### src/sv/cflp_pkg.sv
// shared types and constants for the flash log pointer manager
`timescale 1ns / 1ps

package cflp_pkg;

    localparam int OP_W     = 3;
    localparam int STATUS_W = 2;
    localparam int SECTOR_W = 7;
    localparam int SLOT_W   = 14;
    localparam int CNT_W    = 15;

    localparam logic [CNT_W-1:0] CAP_RESET = 15'd16256;

    typedef enum logic [OP_W-1:0] {
        OP_APPEND    = 3'd0,
        OP_MAIN_NEXT = 3'd1,
        OP_LOG_START = 3'd2,
        OP_LOG_NEXT  = 3'd3,
        OP_CLEAR     = 3'd4
    } t_op;

    typedef enum logic [STATUS_W-1:0] {
        ST_OK      = 2'd0,
        ST_EMPTY   = 2'd1,
        ST_INVALID = 2'd2,
        ST_LOG_OFF = 2'd3
    } t_status;

    typedef enum logic {
        ALU_ADD,
        ALU_SUB
    } t_alu_op;

    typedef enum logic [3:0] {
        S_IDLE,
        S_PUSH_DIFF,
        S_PUSH_MOVE,
        S_WRITE,
        S_MAIN_CHK,
        S_LOG_CHK,
        S_RS_DIST,
        S_RS_CMP,
        S_RS_MOVE,
        S_LC_DIST,
        S_LC_CMP,
        S_DONE
    } t_state;

    typedef struct packed {
        logic [OP_W-1:0] operation;
        logic            record_valid;
    } t_cmd;

    typedef struct packed {
        logic [STATUS_W-1:0] status;
        logic                erase_valid;
        logic [SECTOR_W-1:0] erase_sector;
        logic                write_valid;
        logic [SLOT_W-1:0]   write_slot;
        logic                read_valid;
        logic [SLOT_W-1:0]   read_slot;
        logic [CNT_W-1:0]    stored_count;
        logic [CNT_W-1:0]    log_count;
        logic                log_active;
        logic [SLOT_W-1:0]   next_main_slot;
        logic [SLOT_W-1:0]   next_log_slot;
    } t_result;

endpackage

### src/sv/cflp_alu.sv
// shared add / subtract unit with wrap at the ring size
`timescale 1ns / 1ps

module cflp_alu #(
    parameter int RING = 16384,
    parameter int UW   = 16
) (
    input  cflp_pkg::t_alu_op i_op,
    input  logic [UW-1:0]     i_a,
    input  logic [UW-1:0]     i_b,
    output logic [UW-1:0]     o_raw,
    output logic              o_neg,
    output logic [UW-1:0]     o_wrap
);
    import cflp_pkg::*;

    localparam logic [UW-1:0] RING_U = UW'(RING);

    always_comb begin
        if (i_op == ALU_SUB) begin
            o_raw  = i_a - i_b;
            o_neg  = o_raw[UW-1];
            o_wrap = o_neg ? o_raw + RING_U : o_raw;
        end else begin
            o_raw  = i_a + i_b;
            o_neg  = 1'b0;
            o_wrap = (o_raw >= RING_U) ? o_raw - RING_U : o_raw;
        end
    end

endmodule

### src/sv/circular_flash_log_pointer_manager_top.sv
// record ring pointer manager for an erase-sector flash log
// the result strobe follows the accepting edge once the single shared adder has stepped
//   through every pointer and count update in turn
// throughput: one word at a time; busy is high from accept until the strobe cycle, and a
//   new word may be accepted in the strobe cycle itself (the receiver cannot stall)
// reset: synchronous active low; pointers, counts and log reader cleared, cap to 16256
`timescale 1ns / 1ps

module circular_flash_log_pointer_manager_top #(
    parameter int SECTORS          = 128,
    parameter int SLOTS_PER_SECTOR = 128
) (
    input  logic                         i_clk,
    input  logic                         i_rst_n,
    input  logic                         start,
    output logic                         busy,
    input  cflp_pkg::t_cmd               i_cmd,
    input  logic                         i_cfg_we,
    input  logic [cflp_pkg::CNT_W-1:0]   i_cfg_data,
    output logic                         o_done,
    output cflp_pkg::t_result            o_result
);
    import cflp_pkg::*;

    // ring geometry; the write pointer may sit one past the last slot
    localparam int RING = SECTORS * SLOTS_PER_SECTOR;
    localparam int PW   = $clog2(RING + 1);
    localparam int SW   = $clog2(SECTORS + 1);
    localparam int OW   = (SLOTS_PER_SECTOR > 1) ? $clog2(SLOTS_PER_SECTOR) : 1;
    localparam int UW   = ((PW > CNT_W) ? PW : CNT_W) + 1;

    localparam logic [SW-1:0] SEC_FULL = SW'(SECTORS);
    localparam logic [OW-1:0] OFF_LAST = OW'(SLOTS_PER_SECTOR - 1);
    localparam logic [UW-1:0] SPS_U    = UW'(SLOTS_PER_SECTOR);

    // sequencer
    t_state r_state, n_state;
    t_state r_ret, n_ret;
    logic   r_tgt_log, n_tgt_log;     // which reader the resync / push steps work on

    // ring state
    logic [PW-1:0]    r_wp, n_wp;
    logic [SW-1:0]    r_wsec, n_wsec;
    logic [OW-1:0]    r_woff, n_woff;
    logic [PW-1:0]    r_mrd, n_mrd;
    logic [PW-1:0]    r_lrd, n_lrd;
    logic [CNT_W-1:0] r_mtot, n_mtot;
    logic [CNT_W-1:0] r_ltot, n_ltot;
    logic             r_log_on, n_log_on;
    logic [CNT_W-1:0] r_cap;

    // scratch and result fields
    logic [PW-1:0]    r_n, n_n;
    logic             r_valid, n_valid;
    logic [STATUS_W-1:0] r_status, n_status;
    logic             r_ev, n_ev;
    logic [SW-1:0]    r_es, n_es;
    logic             r_wv, n_wv;
    logic [PW-1:0]    r_ws, n_ws;
    logic             r_rv, n_rv;
    logic [PW-1:0]    r_rs, n_rs;
    logic [CNT_W-1:0] r_lc, n_lc;

    logic    r_done;
    t_result r_result;

    // shared unit hookup
    t_alu_op       alu_op;
    logic [UW-1:0] alu_a, alu_b, alu_raw, alu_wrap;
    logic          alu_neg;

    logic             accept;
    logic             wp_wrap;
    logic [PW-1:0]    wp_eff;
    logic [SW-1:0]    wsec_eff;
    logic [OW-1:0]    woff_eff;
    logic [CNT_W-1:0] cap_eff;
    logic [PW-1:0]    sel_rd;
    logic [CNT_W-1:0] sel_tot;
    logic             push_hit;
    logic             push_next_log;

    cflp_alu #(
        .RING (RING),
        .UW   (UW)
    ) u_alu (
        .i_op   (alu_op),
        .i_a    (alu_a),
        .i_b    (alu_b),
        .o_raw  (alu_raw),
        .o_neg  (alu_neg),
        .o_wrap (alu_wrap)
    );

    assign busy   = (r_state != S_IDLE);
    assign accept = start && (r_state == S_IDLE);

    // append wraps a write pointer that ran off the end of the ring
    assign wp_wrap  = (r_wsec == SEC_FULL);
    assign wp_eff   = wp_wrap ? '0 : r_wp;
    assign wsec_eff = wp_wrap ? '0 : r_wsec;
    assign woff_eff = wp_wrap ? '0 : r_woff;

    // zero cap behaves as one
    assign cap_eff = (r_cap == '0) ? CNT_W'(1) : r_cap;

    assign sel_rd  = r_tgt_log ? r_lrd : r_mrd;
    assign sel_tot = r_tgt_log ? r_ltot : r_mtot;

    // reader inside the sector about to be erased, or full ring parked on the write slot
    assign push_hit = (!alu_neg && (alu_raw != '0) && (alu_raw < SPS_U))
                   || ((sel_tot == cap_eff) && (alu_raw == '0));

    // after the main reader, the log reader gets pushed too when it is active
    assign push_next_log = !r_tgt_log && r_log_on;

    // next state
    always_comb begin
        n_state = r_state;
        case (r_state)
            S_IDLE: begin
                if (accept) begin
                    case (i_cmd.operation)
                        OP_APPEND:    n_state = (woff_eff == '0) ? S_PUSH_DIFF : S_WRITE;
                        OP_MAIN_NEXT: n_state = S_RS_DIST;
                        OP_LOG_START: n_state = S_RS_DIST;
                        OP_LOG_NEXT:  n_state = r_log_on ? S_RS_DIST : S_LC_DIST;
                        default:      n_state = S_LC_DIST;
                    endcase
                end
            end
            S_PUSH_DIFF: begin
                if (push_hit) begin
                    n_state = S_PUSH_MOVE;
                end else if (push_next_log) begin
                    n_state = S_PUSH_DIFF;
                end else begin
                    n_state = S_RS_DIST;
                end
            end
            S_PUSH_MOVE: n_state = push_next_log ? S_PUSH_DIFF : S_RS_DIST;
            S_WRITE:     n_state = S_RS_DIST;
            S_RS_DIST:   n_state = S_RS_CMP;
            S_RS_CMP:    n_state = alu_neg ? S_RS_MOVE : r_ret;
            S_RS_MOVE:   n_state = r_ret;
            S_MAIN_CHK:  n_state = (r_mtot == '0) ? S_LC_DIST : S_RS_DIST;
            S_LOG_CHK:   n_state = ((r_ltot == '0) || !r_valid) ? S_LC_DIST : S_RS_DIST;
            S_LC_DIST:   n_state = r_log_on ? S_LC_CMP : S_DONE;
            S_LC_CMP:    n_state = S_DONE;
            S_DONE:      n_state = S_IDLE;
            default:     n_state = S_IDLE;
        endcase
    end

    // datapath control and register next values
    always_comb begin
        n_ret     = r_ret;
        n_tgt_log = r_tgt_log;
        n_wp      = r_wp;
        n_wsec    = r_wsec;
        n_woff    = r_woff;
        n_mrd     = r_mrd;
        n_lrd     = r_lrd;
        n_mtot    = r_mtot;
        n_ltot    = r_ltot;
        n_log_on  = r_log_on;
        n_n       = r_n;
        n_valid   = r_valid;
        n_status  = r_status;
        n_ev      = r_ev;
        n_es      = r_es;
        n_wv      = r_wv;
        n_ws      = r_ws;
        n_rv      = r_rv;
        n_rs      = r_rs;
        n_lc      = r_lc;
        alu_op    = ALU_ADD;
        alu_a     = '0;
        alu_b     = '0;

        case (r_state)
            S_IDLE: begin
                if (accept) begin
                    n_valid  = i_cmd.record_valid;
                    n_status = ST_OK;
                    n_ev     = 1'b0;
                    n_es     = '0;
                    n_wv     = 1'b0;
                    n_ws     = '0;
                    n_rv     = 1'b0;
                    n_rs     = '0;
                    n_lc     = '0;
                    case (i_cmd.operation)
                        OP_APPEND: begin
                            n_wp      = wp_eff;
                            n_wsec    = wsec_eff;
                            n_woff    = woff_eff;
                            n_wv      = 1'b1;
                            n_ws      = wp_eff;
                            n_tgt_log = 1'b0;
                            if (woff_eff == '0) begin
                                n_ev = 1'b1;
                                n_es = wsec_eff;
                            end
                        end
                        OP_MAIN_NEXT: begin
                            n_tgt_log = 1'b0;
                            n_ret     = S_MAIN_CHK;
                        end
                        OP_LOG_START: begin
                            n_lrd     = r_mrd;
                            n_ltot    = r_mtot;
                            n_log_on  = 1'b1;
                            n_tgt_log = 1'b1;
                            n_ret     = S_LOG_CHK;
                        end
                        OP_LOG_NEXT: begin
                            n_tgt_log = 1'b1;
                            n_ret     = S_LOG_CHK;
                            if (!r_log_on) begin
                                n_status = ST_LOG_OFF;
                            end
                        end
                        OP_CLEAR: begin
                            n_wp   = '0;
                            n_wsec = '0;
                            n_woff = '0;
                            n_mrd  = '0;
                            n_mtot = '0;
                            if (r_log_on) begin
                                n_lrd  = '0;
                                n_ltot = '0;
                            end
                        end
                        default: ;
                    endcase
                end
            end
            S_PUSH_DIFF: begin
                // offset of the reader from the write slot
                alu_op = ALU_SUB;
                alu_a  = UW'(sel_rd);
                alu_b  = UW'(r_wp);
                if (!push_hit) begin
                    n_tgt_log = push_next_log;
                    n_ret     = S_WRITE;
                end
            end
            S_PUSH_MOVE: begin
                // reader jumps to the start of the next sector
                alu_op = ALU_ADD;
                alu_a  = UW'(r_wp);
                alu_b  = SPS_U;
                if (r_tgt_log) begin
                    n_lrd = alu_wrap[PW-1:0];
                end else begin
                    n_mrd = alu_wrap[PW-1:0];
                end
                n_tgt_log = push_next_log;
                n_ret     = S_WRITE;
            end
            S_WRITE: begin
                // plain increment, the pointer may land one past the end
                alu_op = ALU_ADD;
                alu_a  = UW'(r_wp);
                alu_b  = UW'(1);
                n_wp   = alu_raw[PW-1:0];
                if (r_woff == OFF_LAST) begin
                    n_woff = '0;
                    n_wsec = r_wsec + SW'(1);
                end else begin
                    n_woff = r_woff + OW'(1);
                end
                n_tgt_log = 1'b0;
                n_ret     = S_LC_DIST;
            end
            S_RS_DIST: begin
                alu_op = ALU_SUB;
                alu_a  = UW'(r_wp);
                alu_b  = UW'(sel_rd);
                n_n    = alu_wrap[PW-1:0];
            end
            S_RS_CMP: begin
                // negative means more pending than the cap allows
                alu_op = ALU_SUB;
                alu_a  = UW'(cap_eff);
                alu_b  = UW'(r_n);
                if (!alu_neg) begin
                    if (r_tgt_log) begin
                        n_ltot = CNT_W'(r_n);
                    end else begin
                        n_mtot = CNT_W'(r_n);
                    end
                end
            end
            S_RS_MOVE: begin
                // drop oldest records: reader lands cap slots behind the writer
                alu_op = ALU_SUB;
                alu_a  = UW'(r_wp);
                alu_b  = UW'(cap_eff);
                if (r_tgt_log) begin
                    n_lrd  = alu_wrap[PW-1:0];
                    n_ltot = cap_eff;
                end else begin
                    n_mrd  = alu_wrap[PW-1:0];
                    n_mtot = cap_eff;
                end
            end
            S_MAIN_CHK: begin
                alu_op = ALU_ADD;
                alu_a  = UW'(r_mrd);
                alu_b  = UW'(1);
                if (r_mtot == '0) begin
                    n_status = ST_EMPTY;
                end else begin
                    // an invalid record is skipped all the same
                    n_rs      = r_mrd;
                    n_rv      = r_valid;
                    n_status  = r_valid ? ST_OK : ST_INVALID;
                    n_mrd     = alu_wrap[PW-1:0];
                    n_tgt_log = 1'b0;
                    n_ret     = S_LC_DIST;
                end
            end
            S_LOG_CHK: begin
                alu_op = ALU_ADD;
                alu_a  = UW'(r_lrd);
                alu_b  = UW'(1);
                if (r_ltot == '0) begin
                    n_log_on = 1'b0;
                    n_status = ST_EMPTY;
                end else begin
                    n_rs = r_lrd;
                    if (!r_valid) begin
                        // log head stays put and the log reader stops
                        n_log_on = 1'b0;
                        n_status = ST_INVALID;
                    end else begin
                        n_rv      = 1'b1;
                        n_lrd     = alu_wrap[PW-1:0];
                        n_tgt_log = 1'b1;
                        n_ret     = S_LC_DIST;
                    end
                end
            end
            S_LC_DIST: begin
                alu_op = ALU_SUB;
                alu_a  = UW'(r_wp);
                alu_b  = UW'(r_lrd);
                if (r_log_on) begin
                    n_n = alu_wrap[PW-1:0];
                end
            end
            S_LC_CMP: begin
                // log count reported capped, stored total left alone
                alu_op = ALU_SUB;
                alu_a  = UW'(cap_eff);
                alu_b  = UW'(r_n);
                n_lc   = alu_neg ? cap_eff : CNT_W'(r_n);
            end
            default: ;
        endcase
    end

    // control and ring state
    always_ff @(posedge i_clk) begin
        if (!i_rst_n) begin
            r_state   <= S_IDLE;
            r_ret     <= S_IDLE;
            r_tgt_log <= 1'b0;
            r_wp      <= '0;
            r_wsec    <= '0;
            r_woff    <= '0;
            r_mrd     <= '0;
            r_lrd     <= '0;
            r_mtot    <= '0;
            r_ltot    <= '0;
            r_log_on  <= 1'b0;
            r_cap     <= CAP_RESET;
            r_done    <= 1'b0;
        end else begin
            r_state   <= n_state;
            r_ret     <= n_ret;
            r_tgt_log <= n_tgt_log;
            r_wp      <= n_wp;
            r_wsec    <= n_wsec;
            r_woff    <= n_woff;
            r_mrd     <= n_mrd;
            r_lrd     <= n_lrd;
            r_mtot    <= n_mtot;
            r_ltot    <= n_ltot;
            r_log_on  <= n_log_on;
            r_done    <= (r_state == S_DONE);
            if (i_cfg_we) begin
                r_cap <= i_cfg_data;
            end
        end
    end

    // scratch and result payload
    always_ff @(posedge i_clk) begin
        r_n      <= n_n;
        r_valid  <= n_valid;
        r_status <= n_status;
        r_ev     <= n_ev;
        r_es     <= n_es;
        r_wv     <= n_wv;
        r_ws     <= n_ws;
        r_rv     <= n_rv;
        r_rs     <= n_rs;
        r_lc     <= n_lc;
        if (r_state == S_DONE) begin
            r_result.status         <= r_status;
            r_result.erase_valid    <= r_ev;
            r_result.erase_sector   <= SECTOR_W'(r_es);
            r_result.write_valid    <= r_wv;
            r_result.write_slot     <= SLOT_W'(r_ws);
            r_result.read_valid     <= r_rv;
            r_result.read_slot      <= SLOT_W'(r_rs);
            r_result.stored_count   <= r_mtot;
            r_result.log_count      <= r_lc;
            r_result.log_active     <= r_log_on;
            r_result.next_main_slot <= SLOT_W'(r_mrd);
            r_result.next_log_slot  <= SLOT_W'(r_lrd);
        end
    end

    // result strobe and result word
    assign o_done   = r_done;
    assign o_result = r_result;

endmodule

### config.mk
export PLATFORM = sky130hd
export DESIGN_NAME = circular_flash_log_pointer_manager_top
export DESIGN_NICKNAME = d
export VERILOG_FILES = /design/src/sv/cflp_pkg.sv /design/src/sv/cflp_alu.sv /design/src/sv/circular_flash_log_pointer_manager_top.sv
export SDC_FILE = /design/constraint.sdc
export NUM_CORES = 1
export LEC_CHECK = 0
export ABC_AREA = 1
export ABC_CLOCK_PERIOD_IN_PS = 7300
export BUFFER_PORTS_ARGS = -buffer_cell sky130_fd_sc_hd__buf_2
export CAP_MARGIN = 20
export CORE_MARGIN = 5
export CORE_UTILIZATION = 61
export CTS_CLUSTER_SIZE = 16
export DETAILED_ROUTE_END_ITERATION = 10
export GPL_ROUTABILITY_DRIVEN = 1
export PLACE_DENSITY = 0.9
export SYNTH_ARGS = -nofsm -noshare
export SYNTH_HDL_FRONTEND = slang
export SYNTH_HIERARCHICAL = 1
export SYNTH_SLANG_ARGS = --single-unit
### constraint.sdc
create_clock -name i_clk -period 7.3 [get_ports i_clk]
set_input_delay 0.365 -clock i_clk [delete_from_list [all_inputs] [get_ports i_clk]]
set_output_delay 0.365 -clock i_clk [all_outputs]
set_load 0.01 [all_outputs]
Word-level counts from Yosys, hierarchy flattened

Index checks and enable logic that the tools add are counted.

Bits in registers: 286
Output and inout bits: 101
Input port bits: 23
Word-level logic and storage cells: 233

Reduce and logical (&&, ||, !) cells: 52
Magnitude comparators: 2
Muxes and demuxes: 98
Equal/unequal tests: 40
$add $sub $neg: 6

Operators by type and width:

| cell                   | count |
|---|---|
| $mux W15               | 27 |
| $pmux W15 S2           | 6 |
| $pmux W15 S3           | 4 |
| $pmux W15 S7           | 1 |
| $pmux W15 S5           | 1 |
| $logic_not A15 Y1      | 3 |
| $pmux W4 S11           | 1 |
| $pmux W14 S3           | 1 |
| $mux W4                | 10 |
| $pmux W8 S2            | 2 |
| $mux W14               | 2 |
| $pmux W7 S2            | 2 |
| $reduce_and A7 Y1      | 4 |
| $ne A2 B2 Y1 const B   | 13 |
| $mux W8                | 3 |
| $pmux W4 S6            | 1 |
| $mux W7                | 3 |
| $add A15 B15 Y16       | 1 |
| $eq A4 B3 Y1 const B   | 4 |
| $eq A4 B4 Y1 const B   | 4 |
| $ge A16 B15 Y1 const B | 1 |
| $logic_not A16 Y1      | 1 |
| $lt A16 B8 Y1 const B  | 1 |
| $mux W1                | 16 |
| 46 further kinds       | 86 |

Logic depth before layout (Yosys ltp)

Gate-level depths: netlist (run 1).

Word-level depth: 11
Gate-level depth with buffers: 37
Gate-level depth less buffers: 35

Cells and area by module

The synthesis (run 1) kept the hierarchy.

Modules (own cells, without submodules):

| module                                 | instances | cells each | seq. area each (µm²) | area an instance (µm²) |
|---|---|---|---|---|
| circular_flash_log_pointer_manager_top | 1         | 1,366      | 7,427.1              | 12,812.3 |
| cflp_alu                               | 1         | 366        | 0.0                  | 2,159.6 |

Worst setup path after synthesis (run 1)

Ideal clock, no wire load.

Path type: register to register
Start: register r_state[3]
End: register r_result, in the netlist o_result[0] (enable)
Slack: 1,926 ps
Path buffers: 0
Setup time: 557 ps
Required time: 6,743 ps
Clock period less this slack: 5,374 ps
Arrival time: 4,817 ps
Stages on the path, launching flop included: 5
Cells stage by stage: dfxtp_1 inv_1 nor2_2 inv_1 nor2_1

Longest elaborated chain between the ends: 1

Ends and longest elaborated chain:

| item                   | line                                          | text |
|---|---|---|
| start, declared        | circular_flash_log_pointer_manager_top.sv:37  | `t_state r_state, n_state;` |
| start signal, assigned | circular_flash_log_pointer_manager_top.sv:382 | `r_state <= n_state;` |
| $eq A4 B4 Y1           | circular_flash_log_pointer_manager_top.sv:412 | `if (r_state == S_DONE) begin` |
| end, declared          | circular_flash_log_pointer_manager_top.sv:65  | `t_result r_result;` |

No other way between the ends.
A chain may end at the register's enable or synchronous reset.

Worst setup path after layout (run 1)

Start: register r_state[3]
End: register r_tgt_log

Longest elaborated chain between the ends: 11
Elaborated cells between the ends (all ways): 40
Classes of those cells: 2 x add/sub; 1 x order compare; 16 x eq/ne; 6 x mux; 15 x reduce/logical

Ends and longest elaborated chain:

| item                                                                  | line                                          | text |
|---|---|---|
| $eq A4 B4 Y1 (tied with other cells)                                  | circular_flash_log_pointer_manager_top.sv:181 | `case (r_state)` |
| $reduce_or A5 Y1 (no source line) or $reduce_or A2 Y1 (tied branches) | n/a                                           |  |
| $pmux W15 S5 *                                                        | circular_flash_log_pointer_manager_top.sv:181 |  |
| named net alu_a[0]                                                    | circular_flash_log_pointer_manager_top.sv:69  | `logic [UW-1:0] alu_a, alu_b, alu_raw, alu_wrap;` |
| $add A15 B15 Y16 or $sub A15 B15 Y16 (tied branches)                  | cflp_alu.sv:25, cflp_alu.sv:21                |  |
| $mux W16 *                                                            | cflp_alu.sv:20                                | `if (i_op == ALU_SUB) begin` |
| named net alu_raw[10]                                                 | circular_flash_log_pointer_manager_top.sv:69  |  |
| parallel branches: the longest is 3 deep, another holds $lt A16 B8 Y1 | n/a                                           |  |
| $logic_or A1 B1 Y1 *                                                  | circular_flash_log_pointer_manager_top.sv:112 | `\|\| ((sel_tot == cap_eff) && (alu_raw == '0));` |
| $ne A2 B2 Y1 (no source line) *                                       | n/a                                           |  |
| $reduce_and A7 Y1 (no source line) *                                  | n/a                                           |  |
| end signal, assigned                                                  | circular_flash_log_pointer_manager_top.sv:384 | `r_tgt_log <= n_tgt_log;` |
| end, declared                                                         | circular_flash_log_pointer_manager_top.sv:39  | `logic r_tgt_log, n_tgt_log;` |

Mark *: on every way through the listed nets, which the timed path passes.

==> results.toml, run 1 <==
[drt]
drt_wl_total_um = 47100
detailedRoute.firstPassIterationCount = 7
drc_errors = 0
viasPerCell = 6.30
drt-initial-drc-count = 2266
drtAntennaViolNets = 0
vias = 13600
wl_per_cell_um = 21.9

[critical_path]
worstSetupPathType = "reg -> reg"
r2r_slack_ps = 1020
start_kind = "flop"
path_max_fanout = 20
max_stage_delay_ps = 730
worstSetupStartpoint = "r_state[3]"
crit_required_ps = 7790
end_kind = "flop"
cpLargestDelayFamily = "simple AND/OR/NAND/NOR gates"
path_buf_inv = 5
cp_slowest_cell = "o21ai_0"
arrival_ps = 6770
r2r-start = "r_state[3]"

[sta]
hold_viol = 0
tightestPinTransition_ps = 1090
fin_crit_sh_pct = 86.1
fmax_mhz = 159
setup_viol = 0
finalSetupTns_ps = 0
finalClockSkew_ps = 11.8
hold_ws_ps = 51.8
drv_slew = 0
finalCriticalPeriod_ps = 6280
slew_headroom_pct = 27.0
rsz0062_at_grt = "no"

[placed_design]
place.gp.congestion = 1.04
port-buffer-count = 123
dp.final_hpwl_um = 33200

[clock_network]
cts-root-buf = "clkbuf_16"
ctsResizeCount = 0
cts_htree_levels = 1
path_clk_slew_ps = 70
cts_tree = "built"
clockBufferDepth = 3
clk-insertion-delay-late_ps = 550
clkSinkCount = 286
cts_buffers = 28

[logic_synthesis]
synth_area_mm2 = 0.0149
synth_warnings = 6
syn_area_per_cell_um2 = 8.66
synthCells = 1726

[grt]
grt_max_degree = 73
grt_pass1_vias = 12800
grtUsageTotal_pct = 32.5
grt_first_pass_wirelength_um = 72100
antenna_found_initial = 0
grt-ovfl-total = 0

[die]
core_area_mm2 = 0.0242
die_w_um = 167
start_util_pct = 61.6
rows = 57
ios = 124
die_h_um = 167
die_area_mm2 = 0.0277

[run_status]
outcome = "completed"

[power_and_ir_drop]
irDropWorstVdd_uv = 210
leakagePower_uw = 0.00693
p_per_area_mw_per_mm2 = 441

[finish]
final_common_cell = "nand2_1"
layout_common_cells = "nand2_1 (314), inv_1 (188), edfxtp_1 (170)"
area_growth_pct = 11.3
nets = 1871
drive_above_1_share_pct = 16.0
num_antenna_cells = 0

[min_path]
hp-start = "i_cfg_data[10]"
hold_path_class = "in -> reg"

[job]
cap_viol_max_count = 0
## metal layers
layer,up-vias,global-route usage (%),part of all wire [%]
met5,-,0,0
met4,0,15.7,6.5
met3,231,7.35,13
met2,1144,50.6,44
met1,6136,43.4,37
li1,6066,-,-
## final timing paths
| kind | end | cells past startpoint |
|---|---|---|
| hold / removal | r_cap[10] | 3 |
| setup / recovery | r_tgt_log | 33 |
| hold reg to reg | o_result[83] | 0 |
| setup reg to reg | r_tgt_log | 33 |
## report_power, final
group,switching (uW),internal [uW],leakage (uW)
clock,645,914,0.000501
sequential,217,2140,0.00254
combinational,2450,979,0.00388
## area by class of cell
| type | count | area (um2) |
|---|---|---|
| Fill cell | 1828 | 7610 |
| Sequential cell | 286 | 7430 |
| Multi-Input combinational cell | 1134 | 6160 |
| Clock buffer | 37 | 832 |
| Inverter | 215 | 820 |
| Timing Repair Buffer | 145 | 816 |
| Tap cell | 324 | 405 |
| Clock inverter | 15 | 176 |
## sequential cells by signal, summed over array words and instances (netlist names), 8 cells and up
name      count
r_lc         15
r_ltot       15
r_wsec        8
r_ws         14
r_wp         15
r_mtot       15
r_lrd        15
r_n          15
r_rs         14
r_mrd        15
o_result     99
r_cap        15
## stage by stage
stage / worst slack (ps) / total power, uW / util [%] / std cells / instance area, um2
finish: 1020 / 7340 / 68.6 / 2156 / 16600
global route: 606 / 7690 / 68.6 / 2156 / 16600
CTS: 1180 / 7110 / 68.3 / 2152 / 16600
detailed placement: 1250 / 5530 / 64.1 / 2099 / 15600
global placement: 1460 / 5440 / 64.1 / 2099 / 15600
floorplan: 1930 / 4810 / - / 1727 / 15000
## worst min-delay path, stage by stage
cell     delay, ps
buf_2           90
a21oi_1         60
o21ai_0         60
## what timing repair did
action,in CTS,in global routing
hold buffers,1,0
buffers inserted,0,0
hold endpoints to repair,1,0
No activity file was read; power rests on OpenSTA's default activity.
==> inputs of run 2 (changes only) <==
- CORE_ASPECT_RATIO: default -> 1.1
==> run 2 against run 1 <==
The run now ends with design-rule violations, negative hold slack left. Routed wire length rose by 2.0%. Cell area down 0.47%. Largest cell class unchanged. Maximum frequency grew 5.5%. Via count fell by 0.47%. Critical path depth up 2. Combinational power is 2% lower. Critical path type unchanged. Sequential cell count stayed put. Largest power group unchanged. Cell count is 0.79% lower. Clock power barely moved.
==> results.toml, run 2 (synthesis gave the netlist of run 1 again) <==
[critical_path]
start_kind = "flop"
max_stage_delay_ps = 710
path_max_fanout = 26
end_kind = "flop"
crit_required_ps = 7740
worstSetupPathType = "reg -> reg"
r2r_slack_ps = 1350
arrival_ps = 6400
cp_slowest_cell = "nand2_1"
path_common_cell = "nand2_1"

[finish]
drive_above_1_share_pct = 15.6
nFillCells = 1885
nets = 1868
seqCellArea_mm2 = 0.00743
area_growth_pct = 10.8
num_antenna_cells = 0
final_common_cell = "nand2_1"
layout_common_cells = "nand2_1 (314), inv_1 (188), edfxtp_1 (170)"
largest_reg_flops = 99
multi_input_area_mm2 = 0.00616

[sta]
slew_headroom_pct = 29.0
rsz0062_at_grt = "no"
finalClockSkew_ps = 9.69
setup_viol = 0
hold_viol = 1
hold_ws_ps = -3.09
tightestPinTransition_ps = 1050
finalCriticalPeriod_ps = 5950
fin_crit_sh_pct = 81.6
finalSetupTns_ps = 0
drv_slew = 0
fmax_mhz = 168

[drt]
vias = 13500
wl_met1_um = 18200
drtAntennaViolNets = 0
drt-initial-drc-count = 2099
wl_met2_um = 21700
maxUsedRoutingLayer = "met4"
wl_per_cell_um = 22.5
drt_wl_total_um = 48100
drc_errors = 1
viasPerCell = 6.32
detailedRoute.firstPassIterationCount = 9
route.met3.wl_um = 5590

[grt]
grt_pass1_vias = 12700
antenna_found_initial = 0
grt_first_pass_wirelength_um = 73700
grt_max_degree = 80
grtUsageTotal_pct = 33.2
grt-ovfl-total = 0

[clock_network]
cts-root-buf = "clkbuf_16"
ctsResizeCount = 0
clockBufferDepth = 3
cts_tree = "built"
clkSinkCount = 286
hold_buffers = 0
path_clk_slew_ps = 60
cts_buffers = 28
cts_htree_levels = 1
cts_setup_buffers = 0
clk-insertion-delay-late_ps = 550

[die]
ios = 124
die_area_mm2 = 0.0277
core_area_mm2 = 0.0243
start_util_pct = 61.5
die_w_um = 159
rows = 60
die_h_um = 174

[placed_design]
dp.final_hpwl_um = 34600
place.gp.congestion = 1.06
port-buffer-count = 123

[run_status]
outcome = "finished with violations"
violations = "design-rule violations, negative hold slack"

[min_path]
hold_path_class = "in -> reg"

[job]
cap_viol_max_count = 0

[power_and_ir_drop]
p_per_area_mw_per_mm2 = 439
irDropWorstVdd_uv = 232
leakagePower_uw = 0.00688
## run 2: cell count changes in the layout (fill, tap and decap cells not counted), sizes merged
cell,change
clkinv,-2
inv,-2
buf,-1
dlygate4sd3,-1
clkinvlp,+2
bufinv,+2
clkbuf,-1
## run 2: critical path, delay by kind of cell, from the launching register on
family,cells,cell delay [ps]
AOI/OAI and AO/OA,4,740
DFF,1,430
and+or+nand+nor,22,3170
buffers and inverters,7,990
adders and majority gates,1,390
xor gates and xnor gates,1,130
## run 2: through the flow
| stage | cell area (um2) | cells | power (uW) | worst slack, ps | utilization, % |
|---|---|---|---|---|---|
| floorplan | 15000 | 1727 | 4810 | 1930 | - |
| global placement | 15500 | 2085 | 5460 | 1700 | 63.9 |
| detailed placement | 15500 | 2085 | 5530 | 1420 | 63.9 |
| CTS | 16500 | 2137 | 7100 | 1380 | 67.9 |
| global route | 16600 | 2139 | 7610 | 759 | 68.1 |
| finish | 16600 | 2139 | 7280 | 1350 | 68.1 |
## run 2: path summary, 6_finish.rpt
path                                  from            to  depth (start not counted)
worst max register to register  r_state[3]     r_tgt_log                         35
worst min register to register     r_rs[7]  o_result[66]                          0
worst max-delay path            r_state[3]     r_tgt_log                         35
worst min-delay path              i_cmd[0]       r_valid                          1
## run 2: cell type report
| class | count | share of cell area, % |
|---|---|---|
| Tap cell | 310 | 2.34 |
| Inverter | 215 | 4.95 |
| Timing Repair Buffer | 142 | 4.67 |
| Clock inverter | 15 | 1.23 |
| Sequential cell | 286 | 44.9 |
| Multi-Input combinational cell | 1134 | 37.2 |
| Clock buffer | 37 | 4.75 |
## run 2: report_power, final
part	switching, uW	internal [uW]
Combinational	2410	956
Sequential	224	2140
Clock	623	931
## run 2: layer usage
metal | up-vias | GRT usage [%]
li1 | 6048 | -
met1 | 6234 | 45.6
met2 | 1033 | 53.1
met3 | 198 | 4.91
met4 | 0 | 14.1
met5 | - | 0
